File: src/rtl/core/lkvc_pkg.sv
`default_nettype none
// ---------------------------------------------------------------------------
// lkvc_pkg
// Shared types and constants for the LRU key-value cache.
// ---------------------------------------------------------------------------
package lkvc_pkg;

   localparam int unsigned DepthDef = 16;
   localparam int unsigned KeyWDef  = 64;
   localparam int unsigned ValWDef  = 64;
   localparam int unsigned CapW     = 5;
   localparam logic [CapW-1:0] CapReset = 5'd16;

   // request opcodes
   localparam logic [2:0] OP_GET    = 3'd0;
   localparam logic [2:0] OP_PUT    = 3'd1;
   localparam logic [2:0] OP_DELETE = 3'd2;
   localparam logic [2:0] OP_EXISTS = 3'd3;
   localparam logic [2:0] OP_CLEAR  = 3'd4;

   // datapath commands issued by the controller
   typedef struct packed {
      logic load;      // capture request, clear scan results
      logic scan;      // examine entry at scan index
      logic scan_rst;  // restart scan index at zero
      logic age;       // rank-update pass step for entry at scan index
      logic evict;     // invalidate the victim entry
      logic write;     // write key/value at target slot
      logic clear_all; // drop every entry
      logic respond;   // drive result strobe
   } lkvc_cmd_type;

   // datapath status back to the controller
   typedef struct packed {
      logic scan_last;  // scan index at last entry
      logic hit;        // key match found
      logic need_evict; // store at capacity
      logic [2:0] op;
   } lkvc_sts_type;

endpackage : lkvc_pkg
`default_nettype wire

File: src/rtl/core/lkvc_ctrl.sv
`default_nettype none
// ---------------------------------------------------------------------------
// lkvc_ctrl
// Controller: sequences lookup scan, eviction, rank update, write and response, or a clear.
// ---------------------------------------------------------------------------
module lkvc_ctrl (
   input  wire logic                  clock,
   input  wire logic                  reset,
   input  wire logic                  start,
   output logic                       busy,
   output lkvc_pkg::lkvc_cmd_type     cmd,
   input  wire lkvc_pkg::lkvc_sts_type sts
);

   typedef enum logic [5:0] {
      ST_IDLE  = 6'b000001,
      ST_FIND  = 6'b000010,
      ST_EVICT = 6'b000100,
      ST_AGE   = 6'b001000,
      ST_WRITE = 6'b010000,
      ST_RESP  = 6'b100000
   } state_type;

   state_type state_ff, state_in;

   // next-state and command decode
   always_comb begin
      state_in = state_ff;
      cmd = '0;
      case (state_ff)
         ST_IDLE: begin
            if (start) begin
               cmd.load = 1'b1;
               cmd.scan_rst = 1'b1;
               state_in = ST_FIND;
            end
         end
         ST_FIND: begin
            if (sts.op == lkvc_pkg::OP_CLEAR) begin
               cmd.clear_all = 1'b1;
               state_in = ST_RESP;
            end else begin
               cmd.scan = 1'b1;
               if (sts.scan_last) begin
                  cmd.scan_rst = 1'b1;
                  state_in = ST_EVICT;
               end
            end
         end
         ST_EVICT: begin
            // hit on get/put/delete or a new put: decide path
            if (sts.op == lkvc_pkg::OP_PUT && !sts.hit && sts.need_evict)
               cmd.evict = 1'b1;
            if ((sts.op == lkvc_pkg::OP_GET || sts.op == lkvc_pkg::OP_DELETE) &&
                !sts.hit)
               state_in = ST_RESP;
            else if (sts.op == lkvc_pkg::OP_GET || sts.op == lkvc_pkg::OP_PUT ||
                     sts.op == lkvc_pkg::OP_DELETE)
               state_in = ST_AGE;
            else
               state_in = ST_RESP;
         end
         ST_AGE: begin
            cmd.age = 1'b1;
            if (sts.scan_last) state_in = ST_WRITE;
         end
         ST_WRITE: begin
            cmd.write = 1'b1;
            state_in = ST_RESP;
         end
         ST_RESP: begin
            cmd.respond = 1'b1;
            state_in = ST_IDLE;
         end
         default: state_in = ST_IDLE;
      endcase
   end

   always_ff @(posedge clock) begin
      if (reset) state_ff <= ST_IDLE;
      else       state_ff <= state_in;
   end

   assign busy = (state_ff != ST_IDLE);

   a_onehot: assert property (@(posedge clock) disable iff (reset) $onehot(state_ff))
      else $error("state not one-hot");
   a_resp_once: assert property (@(posedge clock) disable iff (reset)
      cmd.respond |=> !cmd.respond)
      else $error("double response");
   a_load_idle: assert property (@(posedge clock) disable iff (reset)
      cmd.load |=> busy)
      else $error("not busy after load");

endmodule : lkvc_ctrl
`default_nettype wire

File: src/rtl/core/lkvc_dp.sv
`default_nettype none
// ---------------------------------------------------------------------------
// lkvc_dp
// Datapath: entry storage, sequential scan, rank bookkeeping and result.
// ---------------------------------------------------------------------------
module lkvc_dp #(
   parameter int unsigned DEPTH = lkvc_pkg::DepthDef,
   parameter int unsigned KEY_W = lkvc_pkg::KeyWDef,
   parameter int unsigned VAL_W = lkvc_pkg::ValWDef
) (
   input  wire logic                    clock,
   input  wire logic                    reset,
   input  wire lkvc_pkg::lkvc_cmd_type  cmd,
   output lkvc_pkg::lkvc_sts_type       sts,
   input  wire logic [2:0]              req_op,
   input  wire logic [63:0]             req_key,
   input  wire logic [63:0]             req_data_in,
   input  wire logic                    csr_we,
   input  wire logic [4:0]              csr_wdata,
   output logic                         rsp_valid,
   output logic                         rsp_found,
   output logic [63:0]                  rsp_data_out,
   output logic                         rsp_evicted,
   output logic [4:0]                   rsp_count
);

   localparam int unsigned IW = $clog2(DEPTH);
   localparam int unsigned CW = $clog2(DEPTH + 1);

   // entry storage
   logic [KEY_W-1:0] key_mem [DEPTH];
   logic [VAL_W-1:0] val_mem [DEPTH];
   logic [IW-1:0]    rank_ff [DEPTH];
   logic [DEPTH-1:0] valid_ff;
   logic [CW-1:0]    count_ff;
   logic [4:0]       cap_ff;

   // request and scan registers
   logic [2:0]       op_ff;
   logic [KEY_W-1:0] key_ff;
   logic [VAL_W-1:0] val_ff;
   logic [IW-1:0]    idx_ff;
   logic             hit_ff, free_ok_ff, victim_ok_ff, evicted_ff;
   logic [IW-1:0]    hit_idx_ff, free_idx_ff, victim_idx_ff;
   logic [IW-1:0]    ref_rank_ff;
   logic [VAL_W-1:0] dout_ff;
   logic             rsp_valid_ff;
   logic [CW-1:0]    cap_eff;

   // clamp capacity to 1..DEPTH
   always_comb begin
      if (cap_ff == 5'd0) cap_eff = CW'(1);
      else if (32'(cap_ff) > DEPTH) cap_eff = CW'(DEPTH);
      else cap_eff = CW'(cap_ff);
   end

   logic scan_match, scan_victim;
   assign scan_match  = valid_ff[idx_ff] && (key_mem[idx_ff] == key_ff);
   assign scan_victim = valid_ff[idx_ff] && ((CW'(rank_ff[idx_ff]) + CW'(1)) == count_ff);

   assign sts.scan_last  = (32'(idx_ff) == DEPTH - 1);
   assign sts.hit        = hit_ff;
   assign sts.need_evict = (count_ff >= cap_eff);
   assign sts.op         = op_ff;

   // rank reference: hit entry rank for move/remove, victim rank on evict
   logic is_put_new;
   assign is_put_new = (op_ff == lkvc_pkg::OP_PUT) && !hit_ff;

   always_ff @(posedge clock) begin
      if (cmd.load) begin
         op_ff  <= req_op;
         key_ff <= req_key[KEY_W-1:0];
         val_ff <= req_data_in[VAL_W-1:0];
         hit_ff <= 1'b0;
         free_ok_ff <= 1'b0;
         victim_ok_ff <= 1'b0;
         evicted_ff <= 1'b0;
         dout_ff <= '0;
      end
      if (cmd.scan_rst) idx_ff <= '0;
      else if (cmd.scan || cmd.age) idx_ff <= idx_ff + IW'(1);
      // lookup pass: match, first free, victim
      if (cmd.scan) begin
         if (scan_match && !hit_ff) begin
            hit_ff <= 1'b1;
            hit_idx_ff <= idx_ff;
            ref_rank_ff <= rank_ff[idx_ff];
            if (op_ff == lkvc_pkg::OP_GET) dout_ff <= val_mem[idx_ff];
         end
         if (!valid_ff[idx_ff] && !free_ok_ff) begin
            free_ok_ff <= 1'b1;
            free_idx_ff <= idx_ff;
         end
         if (scan_victim && !victim_ok_ff) begin
            victim_ok_ff <= 1'b1;
            victim_idx_ff <= idx_ff;
         end
      end
      if (cmd.evict) begin
         evicted_ff <= victim_ok_ff;
         if (victim_ok_ff) begin
            ref_rank_ff <= rank_ff[victim_idx_ff];
            // victim slot becomes the fill slot when no earlier free slot
            if (!free_ok_ff || victim_idx_ff < free_idx_ff) free_idx_ff <= victim_idx_ff;
            free_ok_ff <= 1'b1;
         end
      end
   end

   // storage and rank update
   always_ff @(posedge clock) begin
      if (cmd.write && is_put_new && free_ok_ff) begin
         key_mem[free_idx_ff] <= key_ff;
         val_mem[free_idx_ff] <= val_ff;
      end else if (cmd.write && op_ff == lkvc_pkg::OP_PUT && hit_ff) begin
         val_mem[hit_idx_ff] <= val_ff;
      end
      if (cmd.age && valid_ff[idx_ff]) begin
         if (is_put_new) begin
            // evicted entry's rank is the largest, so only aging remains
            if (!(evicted_ff && idx_ff == victim_idx_ff))
               rank_ff[idx_ff] <= rank_ff[idx_ff] + IW'(1);
         end else if (op_ff == lkvc_pkg::OP_DELETE) begin
            if (rank_ff[idx_ff] > ref_rank_ff)
               rank_ff[idx_ff] <= rank_ff[idx_ff] - IW'(1);
         end else if (idx_ff == hit_idx_ff) begin
            rank_ff[idx_ff] <= '0;
         end else if (rank_ff[idx_ff] < ref_rank_ff) begin
            rank_ff[idx_ff] <= rank_ff[idx_ff] + IW'(1);
         end
      end
      if (cmd.write && is_put_new && free_ok_ff) rank_ff[free_idx_ff] <= '0;
   end

   // valid bits, count, capacity
   always_ff @(posedge clock) begin
      if (reset) begin
         valid_ff <= '0;
         count_ff <= '0;
         cap_ff   <= lkvc_pkg::CapReset;
         rsp_valid_ff <= 1'b0;
      end else begin
         rsp_valid_ff <= cmd.respond;
         if (csr_we) cap_ff <= csr_wdata;
         if (cmd.clear_all) begin
            valid_ff <= '0;
            count_ff <= '0;
         end else if (cmd.evict && victim_ok_ff) begin
            valid_ff[victim_idx_ff] <= 1'b0;
            count_ff <= count_ff - CW'(1);
         end else if (cmd.write && is_put_new && free_ok_ff) begin
            valid_ff[free_idx_ff] <= 1'b1;
            count_ff <= count_ff + CW'(1);
         end else if (cmd.write && op_ff == lkvc_pkg::OP_DELETE && hit_ff) begin
            valid_ff[hit_idx_ff] <= 1'b0;
            count_ff <= count_ff - CW'(1);
         end
      end
   end

   // registered result
   logic found_ff;
   logic [63:0] dout_out_ff;
   logic [4:0]  cnt_out_ff;
   always_ff @(posedge clock) begin
      if (cmd.respond) begin
         found_ff    <= hit_ff && (op_ff != lkvc_pkg::OP_CLEAR) &&
                        (op_ff <= lkvc_pkg::OP_EXISTS);
         dout_out_ff <= 64'(dout_ff);
         cnt_out_ff  <= 5'(count_ff);
      end
   end

   assign rsp_valid    = rsp_valid_ff;
   assign rsp_found    = found_ff;
   assign rsp_data_out = dout_out_ff;
   assign rsp_evicted  = evicted_ff;
   assign rsp_count    = cnt_out_ff;

   a_count: assert property (@(posedge clock) disable iff (reset)
      count_ff == CW'($countones(valid_ff)))
      else $error("count out of step with valid bits");
   a_evict_put: assert property (@(posedge clock) disable iff (reset)
      cmd.evict && victim_ok_ff |-> op_ff == lkvc_pkg::OP_PUT && !hit_ff)
      else $error("eviction outside new put");
   a_cap: assert property (@(posedge clock) disable iff (reset)
      32'(count_ff) <= DEPTH)
      else $error("count beyond depth");

endmodule : lkvc_dp
`default_nettype wire

File: src/rtl/core/lru_key_value_cache_top.sv
`default_nettype none
// ---------------------------------------------------------------------------
// lru_key_value_cache_top
// Fully associative key-value cache with least-recently-used replacement.
// ---------------------------------------------------------------------------
// Usage: drive req_op/req_key/req_data_in and pulse start while busy is low;
// the transaction is taken at that edge and busy rises. Ops: get, put,
// delete, exists, clear. Each transaction yields exactly one result, shown
// for one cycle with rsp_valid high; the receiver cannot stall it.
// Sequence: a scan of every entry for match/free/victim, a decision step, a
// rank update pass over every entry for get/put/delete hits and new puts, a
// write step and a response step. Exists and get/delete misses skip the rank
// pass and write; clear instead drops all entries, then responds.
// One transaction at a time; both scans use the one entry index counter.
// csr_we/csr_wdata set the capacity (reset 16, clamped to 1..DEPTH); write
// it only while idle. Reset empties the store and returns to idle.
// ---------------------------------------------------------------------------
module lru_key_value_cache_top #(
   parameter int unsigned DEPTH = lkvc_pkg::DepthDef,
   parameter int unsigned KEY_W = lkvc_pkg::KeyWDef,
   parameter int unsigned VAL_W = lkvc_pkg::ValWDef
) (
   input  wire logic        clock,
   input  wire logic        reset,
   input  wire logic        start,
   output logic             busy,
   input  wire logic [2:0]  req_op,
   input  wire logic [63:0] req_key,
   input  wire logic [63:0] req_data_in,
   input  wire logic        csr_we,
   input  wire logic [4:0]  csr_wdata,
   output logic             rsp_valid,
   output logic             rsp_found,
   output logic [63:0]      rsp_data_out,
   output logic             rsp_evicted,
   output logic [4:0]       rsp_count
);

   lkvc_pkg::lkvc_cmd_type cmd;
   lkvc_pkg::lkvc_sts_type sts;

   lkvc_ctrl u_ctrl (
      .clock(clock), .reset(reset), .start(start), .busy(busy),
      .cmd(cmd), .sts(sts)
   );

   lkvc_dp #(.DEPTH(DEPTH), .KEY_W(KEY_W), .VAL_W(VAL_W)) u_dp (
      .clock(clock), .reset(reset), .cmd(cmd), .sts(sts),
      .req_op(req_op), .req_key(req_key), .req_data_in(req_data_in),
      .csr_we(csr_we), .csr_wdata(csr_wdata),
      .rsp_valid(rsp_valid), .rsp_found(rsp_found), .rsp_data_out(rsp_data_out),
      .rsp_evicted(rsp_evicted), .rsp_count(rsp_count)
   );

endmodule : lru_key_value_cache_top
`default_nettype wire
File: config.mk
export PLATFORM = sky130hd
export DESIGN_NAME = lru_key_value_cache_top
export DESIGN_NICKNAME = d
export VERILOG_FILES = /design/src/rtl/core/lkvc_pkg.sv /design/src/rtl/core/lkvc_ctrl.sv /design/src/rtl/core/lkvc_dp.sv /design/src/rtl/core/lru_key_value_cache_top.sv
export SDC_FILE = /design/constraint.sdc
export NUM_CORES = 2
export LEC_CHECK = 0
export BUFFER_PORTS_ARGS = -buffer_cell sky130_fd_sc_hd__buf_2
export CORE_UTILIZATION = 55
export DETAILED_ROUTE_END_ITERATION = 10
export PLACE_DENSITY = 0.8
export REMOVE_ABC_BUFFERS = 1
export SLEW_MARGIN = 10
export SYNTH_ARGS = -nofsm -noshare
export SYNTH_HDL_FRONTEND = slang
export SYNTH_SLANG_ARGS = --single-unit
File: constraint.sdc
create_clock -name clock -period 19.5 [get_ports clock]
set_clock_uncertainty 0.05 [all_clocks]
set_input_delay 0.975 -clock clock [delete_from_list [all_inputs] [get_ports clock]]
set_output_delay 0.975 -clock clock [all_outputs]
set_load 0.02 [all_outputs]
# Yosys cells after proc, flatten, opt, wreduce, memory -nomap -nowiden
# Memory sizes are Yosys's and may differ from the RTL's. A register that Yosys moved wholly into a read port is not among the register bits.
# Cells that the tools add are included.
# classes
addsub	6
magnitude_cmp	13
n_eq_ne	19
muxes	103
n_bitwise	8
reduce_logical	41
# ops
op	n
$mux 64	5
$mux 4	22
$eq 64x64->1	1
$reduce_or 64->1	1
$mux 1	55
$mux 16	3
$mux 6	6
$and 16x16->16	2
$not 16->16	2
$pmux 6 s5	1
$mux 5	5
$logic_and 1x1->1	22
$lt 4x5->1 const B	4
$or 16x16->16	1
$demux 1 s4	3
$ge 4x1->1 const B	3
$add 4x1->4 const B	2
$eq 4x4->1	2
$lt 4x4->1	2
$eq 6x1->1 const B	1
$eq 6x2->1 const B	1
$eq 6x3->1 const B	1
$eq 6x4->1 const B	1
$eq 6x5->1 const B	1
other kinds (32)	43
# totals
reg_bits	322
ram_bits	2112
input_bits	140
output_inout_bits	73
word_cells	214
n_memories	3
# mem_list
memory	words	word_bits	read_ports	rd_clocked_by_memory_dff	write_ports	line_no	source
u_dp.key_mem	16	64	1	1	1	lkvc_dp.sv:31	logic [KEY_W-1:0] key_mem [DEPTH];
u_dp.val_mem	16	64	1	1	1	lkvc_dp.sv:32	logic [VAL_W-1:0] val_mem [DEPTH];
u_dp.rank_ff	16	4	2	2	1	lkvc_dp.sv:33	logic [IW-1:0] rank_ff [DEPTH];

# Logic depth before layout (Yosys ltp)
# depth
ltp_word	10
ltp_mapped	21
mapped_depth_nobuf	14

# Modules after synthesis
# Synthesis repeated with hierarchy kept, for this count alone.
# hier_totals
cells_unflattened	4739
area_unflattened_um2	95485.3
# by_module_without_submodules
mod	n_inst	cells_per_inst	area_each_um2	seq_area_each_um2
lkvc_dp	1	4684	95038.6	71368.4
lkvc_ctrl	1	55	446.7	120.1

# Worst setup path after synthesis
# OpenSTA, ideal clock, no wires.
# synth_timing
path_kind	reg2reg
startpoint	register u_dp.op_ff[1]
endpoint	register u_dp.valid_ff[12]
setup_ps	78
arrival_time_ps	6621
t_required_ps	19372
slack_ps	12752
stages_incl_launch_ff	8
path_buffers	1
period_less_slack_ps	6748
path_cell_list	edfxtp_1 -> nand2b_1 -> nor3_1 -> and3_1 -> clkbuf_1 -> nand3_1 -> nor3_1 -> o221a_2
# synth_via
elab_chain_len	7
elab_cells_between_ends	18
classes_between	eq/ne (3); mux (6); reduce/logical (9)
# synth_rtl
element	line_no	source
from (decl)	lkvc_dp.sv:39	logic [2:0] op_ff;
from (signal assigned)	lkvc_dp.sv:72	op_ff <= req_op;
$eq 3x1->1	lkvc_ctrl.sv:52, lkvc_dp.sv:68	
$logic_and 1x1->1	lkvc_ctrl.sv:52, lkvc_dp.sv:68	
$logic_and 1x1->1	lkvc_ctrl.sv:52	if (sts.op == lkvc_pkg::OP_PUT && !sts.hit && sts.need_evict)
$mux 1	lkvc_ctrl.sv:52	
$mux 1	lkvc_ctrl.sv:30	case (state_ff)
$logic_and 1x1->1	lkvc_dp.sv:149	end else if (cmd.evict && victim_ok_ff) begin
$reduce_bool 3->1 (no source line) / $mux 16 (equally long branches)	-	
to (signal assigned)	lkvc_dp.sv:147	valid_ff <= '0;
to (signal, indexed assignment)	lkvc_dp.sv:150	valid_ff[victim_idx_ff] <= 1'b0;
to (signal, indexed assignment)	lkvc_dp.sv:153	valid_ff[free_idx_ff] <= 1'b1;
to (decl)	lkvc_dp.sv:34	logic [DEPTH-1:0] valid_ff;
# Parallel ways exist; a longest one is shown, timed or not.
# A chain may end at the register's enable or synchronous reset.

==> out/qor.yml <==
yosys:
  syn_inst: 4589
  syn_avg_cell_area_um2: 20.8
  synthMuxAreaShare: 0.160
  ys_types: 94
  synth-simple-area-share: 0.0315
  synth-xor-area-share: 0.00800
  netlist_area_um2: 95300
  synth-seq-cells: 2442
  synth_top_family_by_area: "multiplexers"
  synth_fa_ha_area_frac: 0.00223
  synth_edf_count: 2322
  yosysWarningCount: 0
  asyncSetResetFlopFracSynth: 0
  synth_ff_type: "edfxtp_1"
  synth_compound_area_frac: 0.0251
  seq_area_frac_synth: 0.757
finish:
  nNetsFinal: 5045
  finalInstanceArea_um2: 107000
  area_growth_pct: 11.8
  final_cell_mix: "edfxtp_1, mux4_2, mux2i_1, clkbuf_16, buf_2"
  mostFrequentLayoutCell: "edfxtp_1"
  drive_gt1_frac: 0.243
grt:
  grt_pass1_vias: 49100
  track_usage: 0.268
  grt_antenna_before_repair: 10
  grt_pass1_wl_um: 336000
  grt_overflow: 0
  grt_max_degree: 124
sta:
  maxSlewHeadroom: 0.137
  post-route-period-util: 0.401
  setup_viol: 0
  rsz0062_at_grt: "false"
  worst_hold_slack_ns: 0.205
  hold_viol: 0
  fin_tns_setup_ns: 0
  slew_violations: 0
  tightest_slew_ns: 1.29
  max_freq_mhz: 128
  period_needed_ns: 7.82
critical_path:
  cp-start-kind: "flip-flop"
  crit_path_max_fanout: 46
  end_kind: "flip-flop"
  criticalPathCategory: "reg -> reg"
  crit_arrival_ns: 8.54
  cp.required_ns: 20.22
clock_tree:
  clock_sinks: 2442
  cts_root_buffer: "clkbuf_16"
  cts_tree: "done"
  path_clk_slew_ns: 0.07
  cts_hold_buf: 0
  clk_path_buf_depth: 3
  insertion_delay_ns: 0.89
  cts_buffers: 226
  cts_resized: 0
  h-tree-depth: 4
  post-cts-setup-buffers: 0
route:
  drc: 0
  firstDrtPassIters: 6
  vias: 48500
  drt_iter0_drc: 6490
  drt_wl_total_um: 234000
  wire_per_inst_um: 31.6
  ant_nets: 0
  viasPerCell: 6.55
floorplan:
  rows: 152
  die_w_um: 418
  io_pins: 213
  coreArea_um2: 172000
  die_area_um2: 175000
  die_h_um: 418
  start_util: 0.554
place:
  hpwl_um: 122000
  place_area_um2: 98900
  gp_congestion: 0.875
  io_buffers: 212
outcome:
  status: "finished, final reports clean"
pwr:
  total_power_mw: 10.6
  power.density_nw_per_um2: 99.8
  worst_ir_drop_vdd_uv: 122
  leakage_nw: 33.2
worst_hold_path:
  hp-class: "in -> reg"
job:
  maxCapViolCount: 0
synth_stat cells (6+ instances only):
master	number	area [um2]
o221ai_1	6	52.6
nor3_1	38	190
buf_2	53	265
nor2b_1	19	119
nor4_1	15	93.8
mux4_1	88	2310
dfxtp_1	120	2400
buf_4	30	225
mux2_2	39	439
o22ai_1	23	144
mux2i_1	226	2260
and2_2	20	150
a31oi_1	26	163
a21oi_1	66	330
nor2_1	152	571
buf_1	28	105
xnor2_1	59	517
mux4_2	428	9640
buf_12	8	160
a22oi_1	38	285
nor3b_1	6	45.0
nand3_1	47	235
o211ai_1	11	82.6
o21ai_0	74	370
and3_1	17	106
nand2_1	178	668
and2_1	35	219
inv_1	28	105
or3_1	11	68.8
a22o_1	18	158
ha_1	17	213
o2111ai_1	8	70.1
a221oi_1	19	166
buf_6	22	248
xor2_1	28	245
edfxtp_1	2322	69700
clkbuf_1	81	304
nand4_1	19	119
mux2_4	40	601
nand2b_1	15	93.8
where the power goes:
group,internal (mW),switching [mW]
sequential,5.78,0.0863
clock,2.53,1.99
combinational,0.109,0.143
path summary, 6_finish.rpt:
kind,cells after the start,startpoint,to,slack (ns)
worst max register to register,14,flip-flop,u_dp.dout_ff[2],11.68
worst min-delay path,1,req_data_in[38],u_dp.val_ff[38],0.20
worst min register to register,0,u_dp.dout_ff[20],u_dp.rsp_data_out[20],0.37
worst max-delay path,14,flip-flop,u_dp.dout_ff[2],11.68
area by class of cell:
type                            instances  area (um2)
Antenna cell                            3        7.51
Clock inverter                        139        1650
Multi-Input combinational cell       1881       21900
Clock buffer                          290        6050
Timing Repair Buffer                  306        1820
Fill cell                           11300       65400
Inverter                               31         130
Sequential cell                      2442       72100
Tap cell                             2310        2890
flip-flops by register name, indices dropped and copies added, names as in the netlist, 3 cells and up, named ones only:
name / flops
u_dp.free_idx_ff: 4
u_dp.rank_ff: 64
u_dp.key_ff: 64
u_dp.victim_idx_ff: 4
u_dp.rsp_data_out: 64
u_dp.valid_ff: 16
u_dp.ref_rank_ff: 4
u_dp.val_ff: 64
u_dp.key_mem: 1024
u_dp.idx_ff: 4
u_dp.count_ff: 5
u_dp.val_mem: 1024
u_dp.cap_ff: 5
u_ctrl.state_ff: 6
u_dp.hit_idx_ff: 4
u_dp.rsp_count: 5
u_dp.op_ff: 3
u_dp.dout_ff: 64
through the flow:
step / instances / util / setup slack, ns
3_3_place_gp: 6970 / 0.575 / 11.88
4_1_cts: 7399 / 0.620 / 11.62
6_report: 7402 / 0.620 / 11.68
5_1_grt: 7401 / 0.620 / 11.44
2_1_floorplan: 4354 / - / -6.24
3_5_place_dp: 6970 / 0.575 / 11.63
worst max-delay path: stages, from the launching register on:
cell and delay, ns:
dfxtp_4 0.56, buf_4 0.66, buf_4 0.61, buf_4 0.76
mux4_2 0.60, a22o_1 0.26, a221oi_2 0.24, xnor2_1 0.11
or4_1 0.54, a2111oi_4 0.59, nand4_2 0.37, nor3_4 0.34
buf_4 0.64, buf_4 0.79, mux2_2 0.43
per-layer routing:
| layer | vias to the layer above | GRT usage | part of all wire |
|---|---|---|---|
| li1 | 19600 | - | - |
| met1 | 25000 | 0.346 | 0.36 |
| met2 | 3240 | 0.441 | 0.50 |
| met3 | 632 | 0.0513 | 0.094 |
| met4 | 8 | 0.125 | 0.050 |
| met5 | - | 0 | 0.00021 |
logic make-up after synthesis:
| family | Yosys count |
|---|---|
| flops | 2442 |
| mux | 821 |
| simple gates | 607 |
| compound gates | 349 |
| buf+inv | 266 |
| xor+xnor | 87 |
| fa+ha+maj | 17 |
Note: power is estimated with default switching activity, not from simulation.
